## src/rtl/mm3h_pkg.sv

```systemverilog
`timescale 1ns / 1ps

package mm3h_pkg;

   localparam int unsigned WORD_W      = 32;
   localparam int unsigned COUNT_W     = 3;
   localparam int unsigned CSR_ADDR_W  = 3;
   localparam int unsigned CSR_DATA_W  = 32;

   localparam logic [COUNT_W-1:0] BYTES_PER_WORD = 3'd4;

   // register index is paddr[2]
   localparam logic CSR_SEED_IDX = 1'b0;

   localparam logic [WORD_W-1:0] MIX_C1 = 32'hcc9e2d51;
   localparam logic [WORD_W-1:0] MIX_C2 = 32'h1b873593;
   localparam logic [WORD_W-1:0] MIX_N  = 32'he6546b64;
   localparam logic [WORD_W-1:0] FIN_M1 = 32'h85ebca6b;
   localparam logic [WORD_W-1:0] FIN_M2 = 32'hc2b2ae35;

   typedef enum logic [2:0] {
      ST_IDLE,
      ST_MUL1,
      ST_MUL2,
      ST_MIX,
      ST_FIN1,
      ST_FIN2,
      ST_FIN3
   } state_type;

   typedef enum logic [1:0] {
      MUL_SCRAMBLE1,
      MUL_SCRAMBLE2,
      MUL_FINAL1,
      MUL_FINAL2
   } mul_sel_type;

   typedef struct packed {
      logic        load;
      logic        mul_en;
      mul_sel_type mul_sel;
      logic        mix;
      logic        out_load;
   } cmd_type;

   typedef struct packed {
      logic last;
   } status_type;

   function automatic logic [WORD_W-1:0] mask_tail(input logic [WORD_W-1:0] word,
                                                   input logic [1:0]        cnt);
      logic [WORD_W-1:0] m;
      case (cnt)
         2'd1:    m = 32'h0000_00ff;
         2'd2:    m = 32'h0000_ffff;
         2'd3:    m = 32'h00ff_ffff;
         default: m = 32'h0000_0000;
      endcase
      return word & m;
   endfunction

endpackage

```

## src/rtl/mm3h_datapath.sv

```systemverilog
`timescale 1ns / 1ps

module mm3h_datapath
   import mm3h_pkg::*;
(
   input  logic                 clock,
   input  logic                 reset,
   input  logic [WORD_W-1:0]    seed,
   input  logic [WORD_W-1:0]    req_key_word,
   input  logic [COUNT_W-1:0]   req_byte_count,
   input  logic                 req_last_word,
   input  cmd_type              cmd,
   output status_type           status,
   output logic [WORD_W-1:0]    rsp_hash_value,
   output logic                 rsp_length_error
);

   logic [WORD_W-1:0]  word_ff, word_in;
   logic [WORD_W-1:0]  hash_ff, hash_in;
   logic [WORD_W-1:0]  len_ff, len_in;
   logic               err_ff, err_in;
   logic               in_key_ff, in_key_in;
   logic [WORD_W-1:0]  mul_ff, mul_in;
   logic               last_ff, last_in;
   logic               block_ff, block_in;
   logic [COUNT_W-1:0] add_cnt_ff, add_cnt_in;
   logic [WORD_W-1:0]  rsp_hash_ff, rsp_hash_in;
   logic               rsp_err_ff, rsp_err_in;

   logic [COUNT_W-1:0] cnt;
   logic               is_block;
   logic               short_word;
   logic [WORD_W-1:0]  mul_a;
   logic [WORD_W-1:0]  mul_b;
   logic [WORD_W-1:0]  fin_h;
   logic [WORD_W-1:0]  hx;
   logic [WORD_W-1:0]  hr;

   assign cnt        = (req_byte_count > BYTES_PER_WORD) ? BYTES_PER_WORD : req_byte_count;
   assign is_block   = !req_last_word || (cnt == BYTES_PER_WORD);
   assign short_word = !req_last_word && (cnt < BYTES_PER_WORD);

   assign fin_h = hash_ff ^ len_ff;
   assign hx    = hash_ff ^ mul_ff;
   assign hr    = {hx[WORD_W-14:0], hx[WORD_W-1:WORD_W-13]};

   always_comb begin
      case (cmd.mul_sel)
         MUL_SCRAMBLE1: begin
            mul_a = word_ff;
            mul_b = MIX_C1;
         end
         MUL_SCRAMBLE2: begin
            mul_a = {mul_ff[WORD_W-16:0], mul_ff[WORD_W-1:WORD_W-15]};
            mul_b = MIX_C2;
         end
         MUL_FINAL1: begin
            mul_a = fin_h ^ (fin_h >> 16);
            mul_b = FIN_M1;
         end
         MUL_FINAL2: begin
            mul_a = mul_ff ^ (mul_ff >> 13);
            mul_b = FIN_M2;
         end
         default: begin
            mul_a = word_ff;
            mul_b = MIX_C1;
         end
      endcase
   end

   always_comb begin
      word_in     = word_ff;
      hash_in     = hash_ff;
      len_in      = len_ff;
      err_in      = err_ff;
      in_key_in   = in_key_ff;
      mul_in      = mul_ff;
      last_in     = last_ff;
      block_in    = block_ff;
      add_cnt_in  = add_cnt_ff;
      rsp_hash_in = rsp_hash_ff;
      rsp_err_in  = rsp_err_ff;

      if (cmd.load) begin
         word_in    = is_block ? req_key_word : mask_tail(req_key_word, cnt[1:0]);
         last_in    = req_last_word;
         block_in   = is_block;
         add_cnt_in = is_block ? BYTES_PER_WORD : cnt;
         in_key_in  = 1'b1;
         if (!in_key_ff) begin
            hash_in = seed;
            len_in  = '0;
            err_in  = short_word;
         end else begin
            err_in  = err_ff | short_word;
         end
      end

      if (cmd.mul_en) begin
         mul_in = mul_a * mul_b;
      end

      if (cmd.mix) begin
         hash_in = block_ff ? (hr + {hr[WORD_W-3:0], 2'b00} + MIX_N) : hx;
         len_in  = len_ff + {{(WORD_W-COUNT_W){1'b0}}, add_cnt_ff};
      end

      if (cmd.out_load) begin
         rsp_hash_in = mul_ff ^ (mul_ff >> 16);
         rsp_err_in  = err_ff;
         in_key_in   = 1'b0;
         len_in      = '0;
         err_in      = 1'b0;
      end
   end

   always_ff @(posedge clock) begin
      if (reset) begin
         len_ff    <= '0;
         err_ff    <= 1'b0;
         in_key_ff <= 1'b0;
      end else begin
         len_ff    <= len_in;
         err_ff    <= err_in;
         in_key_ff <= in_key_in;
      end
   end

   always_ff @(posedge clock) begin
      word_ff     <= word_in;
      hash_ff     <= hash_in;
      mul_ff      <= mul_in;
      last_ff     <= last_in;
      block_ff    <= block_in;
      add_cnt_ff  <= add_cnt_in;
      rsp_hash_ff <= rsp_hash_in;
      rsp_err_ff  <= rsp_err_in;
   end

   assign status.last      = last_ff;
   assign rsp_hash_value   = rsp_hash_ff;
   assign rsp_length_error = rsp_err_ff;

endmodule

```

## src/rtl/mm3h_controller.sv

```systemverilog
`timescale 1ns / 1ps

module mm3h_controller
   import mm3h_pkg::*;
(
   input  logic       clock,
   input  logic       reset,
   input  logic       req_valid,
   output logic       req_ready,
   output logic       rsp_valid,
   input  logic       rsp_ready,
   input  status_type status,
   output cmd_type    cmd
);

   state_type state_ff, state_in;
   logic      rsp_valid_ff, rsp_valid_in;
   logic      out_free;

   assign out_free = !rsp_valid_ff || rsp_ready;

   always_ff @(posedge clock) begin
      if (reset) begin
         state_ff     <= ST_IDLE;
         rsp_valid_ff <= 1'b0;
      end else begin
         state_ff     <= state_in;
         rsp_valid_ff <= rsp_valid_in;
      end
   end

   always_comb begin
      state_in      = state_ff;
      req_ready     = 1'b0;
      cmd.load      = 1'b0;
      cmd.mul_en    = 1'b0;
      cmd.mul_sel   = MUL_SCRAMBLE1;
      cmd.mix       = 1'b0;
      cmd.out_load  = 1'b0;
      rsp_valid_in  = rsp_valid_ff && !rsp_ready;

      case (state_ff)
         ST_IDLE: begin
            req_ready = 1'b1;
            if (req_valid) begin
               cmd.load = 1'b1;
               state_in = ST_MUL1;
            end
         end
         ST_MUL1: begin
            cmd.mul_en  = 1'b1;
            cmd.mul_sel = MUL_SCRAMBLE1;
            state_in    = ST_MUL2;
         end
         ST_MUL2: begin
            cmd.mul_en  = 1'b1;
            cmd.mul_sel = MUL_SCRAMBLE2;
            state_in    = ST_MIX;
         end
         ST_MIX: begin
            cmd.mix  = 1'b1;
            state_in = status.last ? ST_FIN1 : ST_IDLE;
         end
         ST_FIN1: begin
            cmd.mul_en  = 1'b1;
            cmd.mul_sel = MUL_FINAL1;
            state_in    = ST_FIN2;
         end
         ST_FIN2: begin
            cmd.mul_en  = 1'b1;
            cmd.mul_sel = MUL_FINAL2;
            state_in    = ST_FIN3;
         end
         ST_FIN3: begin
            if (out_free) begin
               cmd.out_load = 1'b1;
               rsp_valid_in = 1'b1;
               state_in     = ST_IDLE;
            end
         end
         default: begin
            state_in = ST_IDLE;
         end
      endcase
   end

   assign rsp_valid = rsp_valid_ff;

endmodule

```

## src/rtl/murmur3_32_stream_hash_core.sv

```systemverilog
`timescale 1ns / 1ps

// MurmurHash3 x86_32 over a key streamed as little-endian 32-bit words. Each
// word is accepted, scrambled by two multiplies and mixed into the hash; the
// final word of a key then adds two finalizer multiplies and the output load.
// One shared 32x32 multiplier, used once per cycle, does every multiply. The
// result sits in an output register, so the next word is accepted while a hash
// still waits on rsp_ready. The seed register (address 0) is sampled at the
// first word of each key.

module murmur3_32_stream_hash_core
   import mm3h_pkg::*;
(
   input  logic                  clock,
   input  logic                  reset,

   input  logic                  req_valid,
   output logic                  req_ready,
   input  logic [WORD_W-1:0]     req_key_word,
   input  logic [COUNT_W-1:0]    req_byte_count,
   input  logic                  req_last_word,

   output logic                  rsp_valid,
   input  logic                  rsp_ready,
   output logic [WORD_W-1:0]     rsp_hash_value,
   output logic                  rsp_length_error,

   input  logic                  csr_psel,
   input  logic                  csr_penable,
   input  logic                  csr_pwrite,
   input  logic [CSR_ADDR_W-1:0] csr_paddr,
   input  logic [CSR_DATA_W-1:0] csr_pwdata,
   output logic [CSR_DATA_W-1:0] csr_prdata,
   output logic                  csr_pready
);

   logic [WORD_W-1:0] seed_ff, seed_in;
   logic              seed_sel;
   cmd_type           cmd;
   status_type        status;

   assign csr_pready = 1'b1;
   assign seed_sel   = (csr_paddr[2] == CSR_SEED_IDX);
   assign seed_in    = (csr_psel && csr_penable && csr_pwrite && seed_sel) ?
                       csr_pwdata : seed_ff;
   assign csr_prdata = seed_sel ? seed_ff : '0;

   always_ff @(posedge clock) begin
      if (reset) begin
         seed_ff <= '0;
      end else begin
         seed_ff <= seed_in;
      end
   end

   mm3h_controller u_ctrl (
      .clock     (clock),
      .reset     (reset),
      .req_valid (req_valid),
      .req_ready (req_ready),
      .rsp_valid (rsp_valid),
      .rsp_ready (rsp_ready),
      .status    (status),
      .cmd       (cmd)
   );

   mm3h_datapath u_dp (
      .clock            (clock),
      .reset            (reset),
      .seed             (seed_ff),
      .req_key_word     (req_key_word),
      .req_byte_count   (req_byte_count),
      .req_last_word    (req_last_word),
      .cmd              (cmd),
      .status           (status),
      .rsp_hash_value   (rsp_hash_value),
      .rsp_length_error (rsp_length_error)
   );

endmodule

```

## config.mk

```make
export PLATFORM = sky130hd
export DESIGN_NAME = murmur3_32_stream_hash_core
export DESIGN_NICKNAME = d
export VERILOG_FILES = /design/src/rtl/mm3h_pkg.sv /design/src/rtl/mm3h_datapath.sv /design/src/rtl/mm3h_controller.sv /design/src/rtl/murmur3_32_stream_hash_core.sv
export SDC_FILE = /design/constraint.sdc
export NUM_CORES = 2
export LEC_CHECK = 0
export BUFFER_PORTS_ARGS = -buffer_cell sky130_fd_sc_hd__buf_4
export CORE_ASPECT_RATIO = 0.6
export CORE_MARGIN = 2
export CORE_UTILIZATION = 50
export DETAILED_ROUTE_END_ITERATION = 6
export PLACE_DENSITY = 0.79
export SYNTH_ARGS = -nofsm -noshare
export SYNTH_HDL_FRONTEND = slang
export SYNTH_SLANG_ARGS = --single-unit
```

## constraint.sdc

```tcl
create_clock -name clock -period 17.1 [get_ports clock]
set_clock_uncertainty 0.15 [all_clocks]
set_input_delay 5.13 -clock clock [delete_from_list [all_inputs] [get_ports clock]]
set_output_delay 5.13 -clock clock [all_outputs]
set_load 0.05 [all_outputs]
```

# Yosys cells after proc, flatten, opt, wreduce, memory -nomap -nowiden
# Cells that the tools add are included.
[word_totals] in_bits=78 reg_bits=204 wordCells=88
[classes] bitwise_logic=8 addsub=3 order_cmp=2 n_eq_ne=16 n_reduce_logical=16 mux=28 multipliers=1
[op_table] cell="$mux W32" n=10
[op_table] cell="$pmux W32 S4" n=2
[op_table] cell="$pmux W24 S3" n=1
[op_table] cell="$xor A32 B16 Y32" n=2
[op_table] cell="$xor A32 B32 Y32" n=2
[op_table] cell="$add A32 B3 Y32" n=1
[op_table] cell="$add A32 B32 Y32" n=1
[op_table] cell="$add A32 B32 Y32 const B" n=1
[op_table] cell="$and A32 B32 Y32" n=1
[op_table] cell="$mul A32 B32 Y32" n=1
[op_table] cell="$xor A32 B19 Y32" n=1
[op_table] cell="$pmux W3 S7" n=1
[op_table] cell="$eq A3 B3 Y1 const B" n=4
[op_table] cell="$mux W3" n=4
[op_table] cell="$pmux W3 S4" n=1
[op_table] cell="$mux W1" n=9
[op_table] cell="$eq A2 B2 Y1 const B" n=4
[op_table] cell="$eq A3 B2 Y1 const B" n=2
[op_table] cell="$logic_and A1 B1 Y1" n=5
[op_table] cell="$eq A2 B1 Y1 const B" n=2
[op_table] cell="$ne A2 B2 Y1 const B" n=2
[op_table] cell="$reduce_and A2 Y1" n=2
[op_table] cell="$eq A3 B1 Y1 const B" n=1
[op_table] cell="$gt A3 B3 Y1 const B" n=1
[op_table] cell="other kinds (10)" n=13

# Longest topological paths before layout
[depth] word_depth=7 mapped_depth=42 mapped_depth_nobuf=36

# By module
# Synthesis repeated with hierarchy kept, for this count alone.
[unflattened] hier_cells=2829 hier_area_um2=26917.1
[by_module_without_submodules] module="mm3h_datapath" area_per_inst_um2=24974.0 seq_area_each_um2=4704.5 cells_per_inst=2623 n_inst=1
[by_module_without_submodules] module="murmur3_32_stream_hash_core" area_per_inst_um2=1696.6 seq_area_each_um2=640.6 cells_per_inst=177 n_inst=1
[by_module_without_submodules] module="mm3h_controller" area_per_inst_um2=246.5 seq_area_each_um2=80.1 cells_per_inst=29 n_inst=1

# Worst setup path before layout
# Ideal clock, no wire load.
[synth_timing] path_type="input to output" start="in csr_paddr[2]" end="out csr_prdata[10]" n_path_buf=1 path_stages=2 t_arrival_ps=6027 setup_slack_ps=5793 cell_sequence="clkbuf_1 > nor2b_1"
[synth_between] elab_chain_cells=1
[synth_rtl] element="from (decl)" line="murmur3_32_stream_hash_core.sv:31" text="input logic [CSR_ADDR_W-1:0] csr_paddr,"
[synth_rtl] element="$mux W32" line="murmur3_32_stream_hash_core.sv:46" text="assign csr_prdata = seed_sel ? seed_ff : '0;"
[synth_rtl] element="to (decl)" line="murmur3_32_stream_hash_core.sv:33" text="output logic [CSR_DATA_W-1:0] csr_prdata,"
# No other way between the ends.

# Worst setup path after layout
[layout_timing] start="reg u_ctrl.state_ff[1]" end="reg u_dp.mul_ff[30], data pin"
[layout_between] elab_chain_cells=5
[layout_rtl] element="from (decl)" line="mm3h_controller.sv:16" text="state_type state_ff, state_in;"
[layout_rtl] element="from (signal assigned)" line="mm3h_controller.sv:27" text="state_ff <= state_in;"
[layout_rtl] element="$eq A3 B3 Y1, or another cell as far along" line="mm3h_controller.sv:42" text="case (state_ff)"
[layout_rtl] element="$pmux W3 S4 *" line="mm3h_controller.sv:42"
[layout_rtl] element="$eq A2 B2 Y1, or another cell as far along" line="mm3h_datapath.sv:48" text="case (cmd.mul_sel)"
[layout_rtl] element="$pmux W32 S4" line="mm3h_datapath.sv:48"
[layout_rtl] element="$mul A32 B32 Y32 *" line="mm3h_datapath.sv:101" text="mul_in = mul_a * mul_b;"
[layout_rtl] element="to (signal assigned)" line="mm3h_datapath.sv:133" text="mul_ff <= mul_in;"
[layout_rtl] element="to (decl)" line="mm3h_datapath.sv:23" text="logic [WORD_W-1:0] mul_ff, mul_in;"
# Mark *: on every way between the ends. The rest lies on a longest branch, timed or not. The select of a mux whose other input is x is not followed.
# A chain may end at the register's enable or synchronous reset.

==> flow_summary.yaml <==
status:
  status: "finished, violations left"
  violations: "DRC"
cts:
  cts_buffers: 23
  clock_sinks: 204
  cts_repair_resize_count: 0
  insertion_delay_ns: 0.55
  cts_tree: "yes"
  h-tree-depth: 1
  postCtsSetupBuffers: 0
  clk_pin_slew_worst_paths_ns: 0.07
  hold_buffers: 0
  root_buffer: "clkbuf_16"
  cts.path.max_buffers: 3
finish:
  layout.nets: 3557
  drive_above_1_share_pct: 8.55
  fin_util_pct: 55.7
  final_cell_area_sq_um: 28600
  areaGrowthSynthToFinish_pct: 9.40
timing:
  period_share_pct: 74.0
  hold_slack_ns: 0.298
  worstMarginPinSlew_ns: 1.42
  slew_headroom_pct: 5.34
  hold_violations: 0
  fin_crit_ns: 12.65
  rsz0062_at_grt: "false"
  drv_slew: 0
  fmax_mhz: 79.1
  finalSetupTns_ns: 0
  setup_viol: 0
logic_synthesis:
  synth_top_family_by_area: "adder cells"
  synth_mux_area_share_pct: 0.258
  syn_area_sq_um: 26100
  ys_seq_area_share_pct: 20.8
  syn_inst: 2797
  synthXorXnorAreaFrac_pct: 7.96
  synthSimpleGateAreaFrac_pct: 12.4
  synth_compound_area_share_pct: 8.74
  syn_area_per_cell_sq_um: 9.35
  yosys_warnings: 0
  yosys.area_share.adder_pct: 39.9
  synth_nets: 3470
  async_flop_share_pct: 0
  yosysUniqueCellTypes: 85
  synth-seq-cells: 204
  synth_edf_count: 134
  synthFlopType: "edfxtp_1"
worst_setup_path:
  crit_buf_inv: 11
  crit_fanout: 47
  max_stage_delay_ns: 1.22
  cp-end-kind: "flip-flop"
  reg2reg_to: "u_dp.mul_ff[30]"
  reg2reg_from: "u_ctrl.state_ff[1]"
  crit_slowest_cell: "a2111oi_1"
  critical_path_required_ns: 17.24
  crit_family: "adder cells"
  critPathKind: "flip-flop to flip-flop"
  crit_top_cell: "fa_1"
  r2r_cells: 32
  start_kind: "flip-flop"
  cp_data_arrival_time_ns: 12.79
  r2r_slack_ns: 4.45
hold_path:
  min_path_cells: 0
  min_path_type: "flip-flop to flip-flop"
  hp-start: "u_dp.err_ff"
  hold_end: "u_dp.rsp_length_error"
drt:
  dr.pass1.iters: 7
  drt_iter0_drc: 3034
  wl_microns: 86100
  wl_per_cell_microns: 23.9
  remaining_drc_errors: 9
  via_per_inst: 5.68
  postRouteAntennaNets: 0
  dr_total_vias: 20400
grt:
  antenna_found_initial: 3
  grt.overflow.total: 0
  grt_pass1_vias: 19800
  grtUsageTotal_pct: 32.0
  grt_pass1_wl_microns: 127000
  grt_max_degree: 65
die:
  core_area_sq_um: 51300
  die_area_sq_um: 54200
  die_w_microns: 299
  rows: 64
  io_pins: 146
  die_h_microns: 181
  start_util_pct: 50.9
place:
  gp_congestion: 1.11
  numPortBuffers: 142
  postPlaceCellArea_sq_um: 27900
  hpwlAfterDp_microns: 71900
run:
  cap_violations: 0
area by class of cell:
cell class | instances | area [sq um]
Antenna cell | 2 | 5.00
Clock buffer | 34 | 647
Clock inverter | 7 | 78.8
Fill cell | 4523 | 22700
Inverter | 580 | 2180
Multi-Input combinational cell | 1907 | 18100
Sequential cell | 204 | 5430
Tap cell | 693 | 867
Timing Repair Buffer | 168 | 1260
synthesized netlist by cell type (59+ instances only):
library cell	n	share of area, %
a21oi_1	137	2.6
clkbuf_1	79	1.1
dfxtp_1	70	5.4
edfxtp_1	134	15
fa_1	397	30
ha_1	198	9.5
inv_1	574	8.2
nand2_1	244	3.5
nor2_1	228	3.3
nor2b_1	59	1.4
o21ai_0	68	1.3
xnor2_1	154	5.2
xor2_1	79	2.6
worst max-delay path by stage:
| stage | start | depth (start not counted) | slack, ns | endpoint |
|---|---|---|---|---|
| floorplan | csr_paddr[2] | 2 | 5.79 | csr_prdata[10] |
| CTS | u_ctrl.state_ff[1] | 32 | 5.04 | u_dp.mul_ff[30] |
| finish | u_ctrl.state_ff[1] | 32 | 4.45 | u_dp.mul_ff[30] |
| global route | u_ctrl.state_ff[1] | 32 | 4.25 | u_dp.mul_ff[30] |
| global placement | u_ctrl.state_ff[1] | 32 | 5.18 | u_dp.mul_ff[30] |
| detailed placement | u_ctrl.state_ff[1] | 32 | 5.06 | u_dp.mul_ff[30] |
per-layer routing:
metal / share of wire, % / track usage, %
met1: 42 / 47.5
met2: 35 / 38.3
met3: 21 / 20.4
met4: 2.1 / 5.74
met5: 0.20 / 0
per-stage QoR:
stage	setup WS [ns]	cells
detailed placement	5.06	3552
floorplan	5.79	2797
global route	4.25	3593
global placement	5.18	3552
finish	4.45	3595
CTS	5.04	3593
flip-flops by register name (all words and copies together) (netlist names):
register	flops
seed_ff	32
u_ctrl.state_ff	3
u_dp.status	1
u_dp.word_ff	32
u_dp.len_ff	32
u_dp.err_ff	1
u_dp.rsp_hash_value	32
u_dp.add_cnt_ff	3
u_dp.block_ff	1
u_dp.hash_ff	32
u_dp.rsp_length_error	1
u_dp.mul_ff	32
u_ctrl.rsp_valid	1
u_dp.in_key_ff	1
cell usage in the layout, fill, tap and decap left out, drive strengths merged, types with 35 or more instances in the layout:
cell,count
dfxtp,70
nand2,244
nand2b,38
nand3,35
fa,397
a21oi,140
xnor2,155
nor2b,59
xor2,79
nor2,229
a21o,37
o21ai,71
buf,168
edfxtp,134
inv,583
ha,198
kinds of logic after synthesis:
kind of cell             after synthesis
multiplexers                           6
adder cells (fa/ha/maj)              595
XOR/XNOR                             235
buffers and inverters                686
flip-flops                           204
other                                  1
AO/OA/AOI/OAI                        357
AND/OR/NAND/NOR                      713
Power is not shown: default switching activity piles up to over one toggle a cycle in this logic, so the estimate is an artifact.
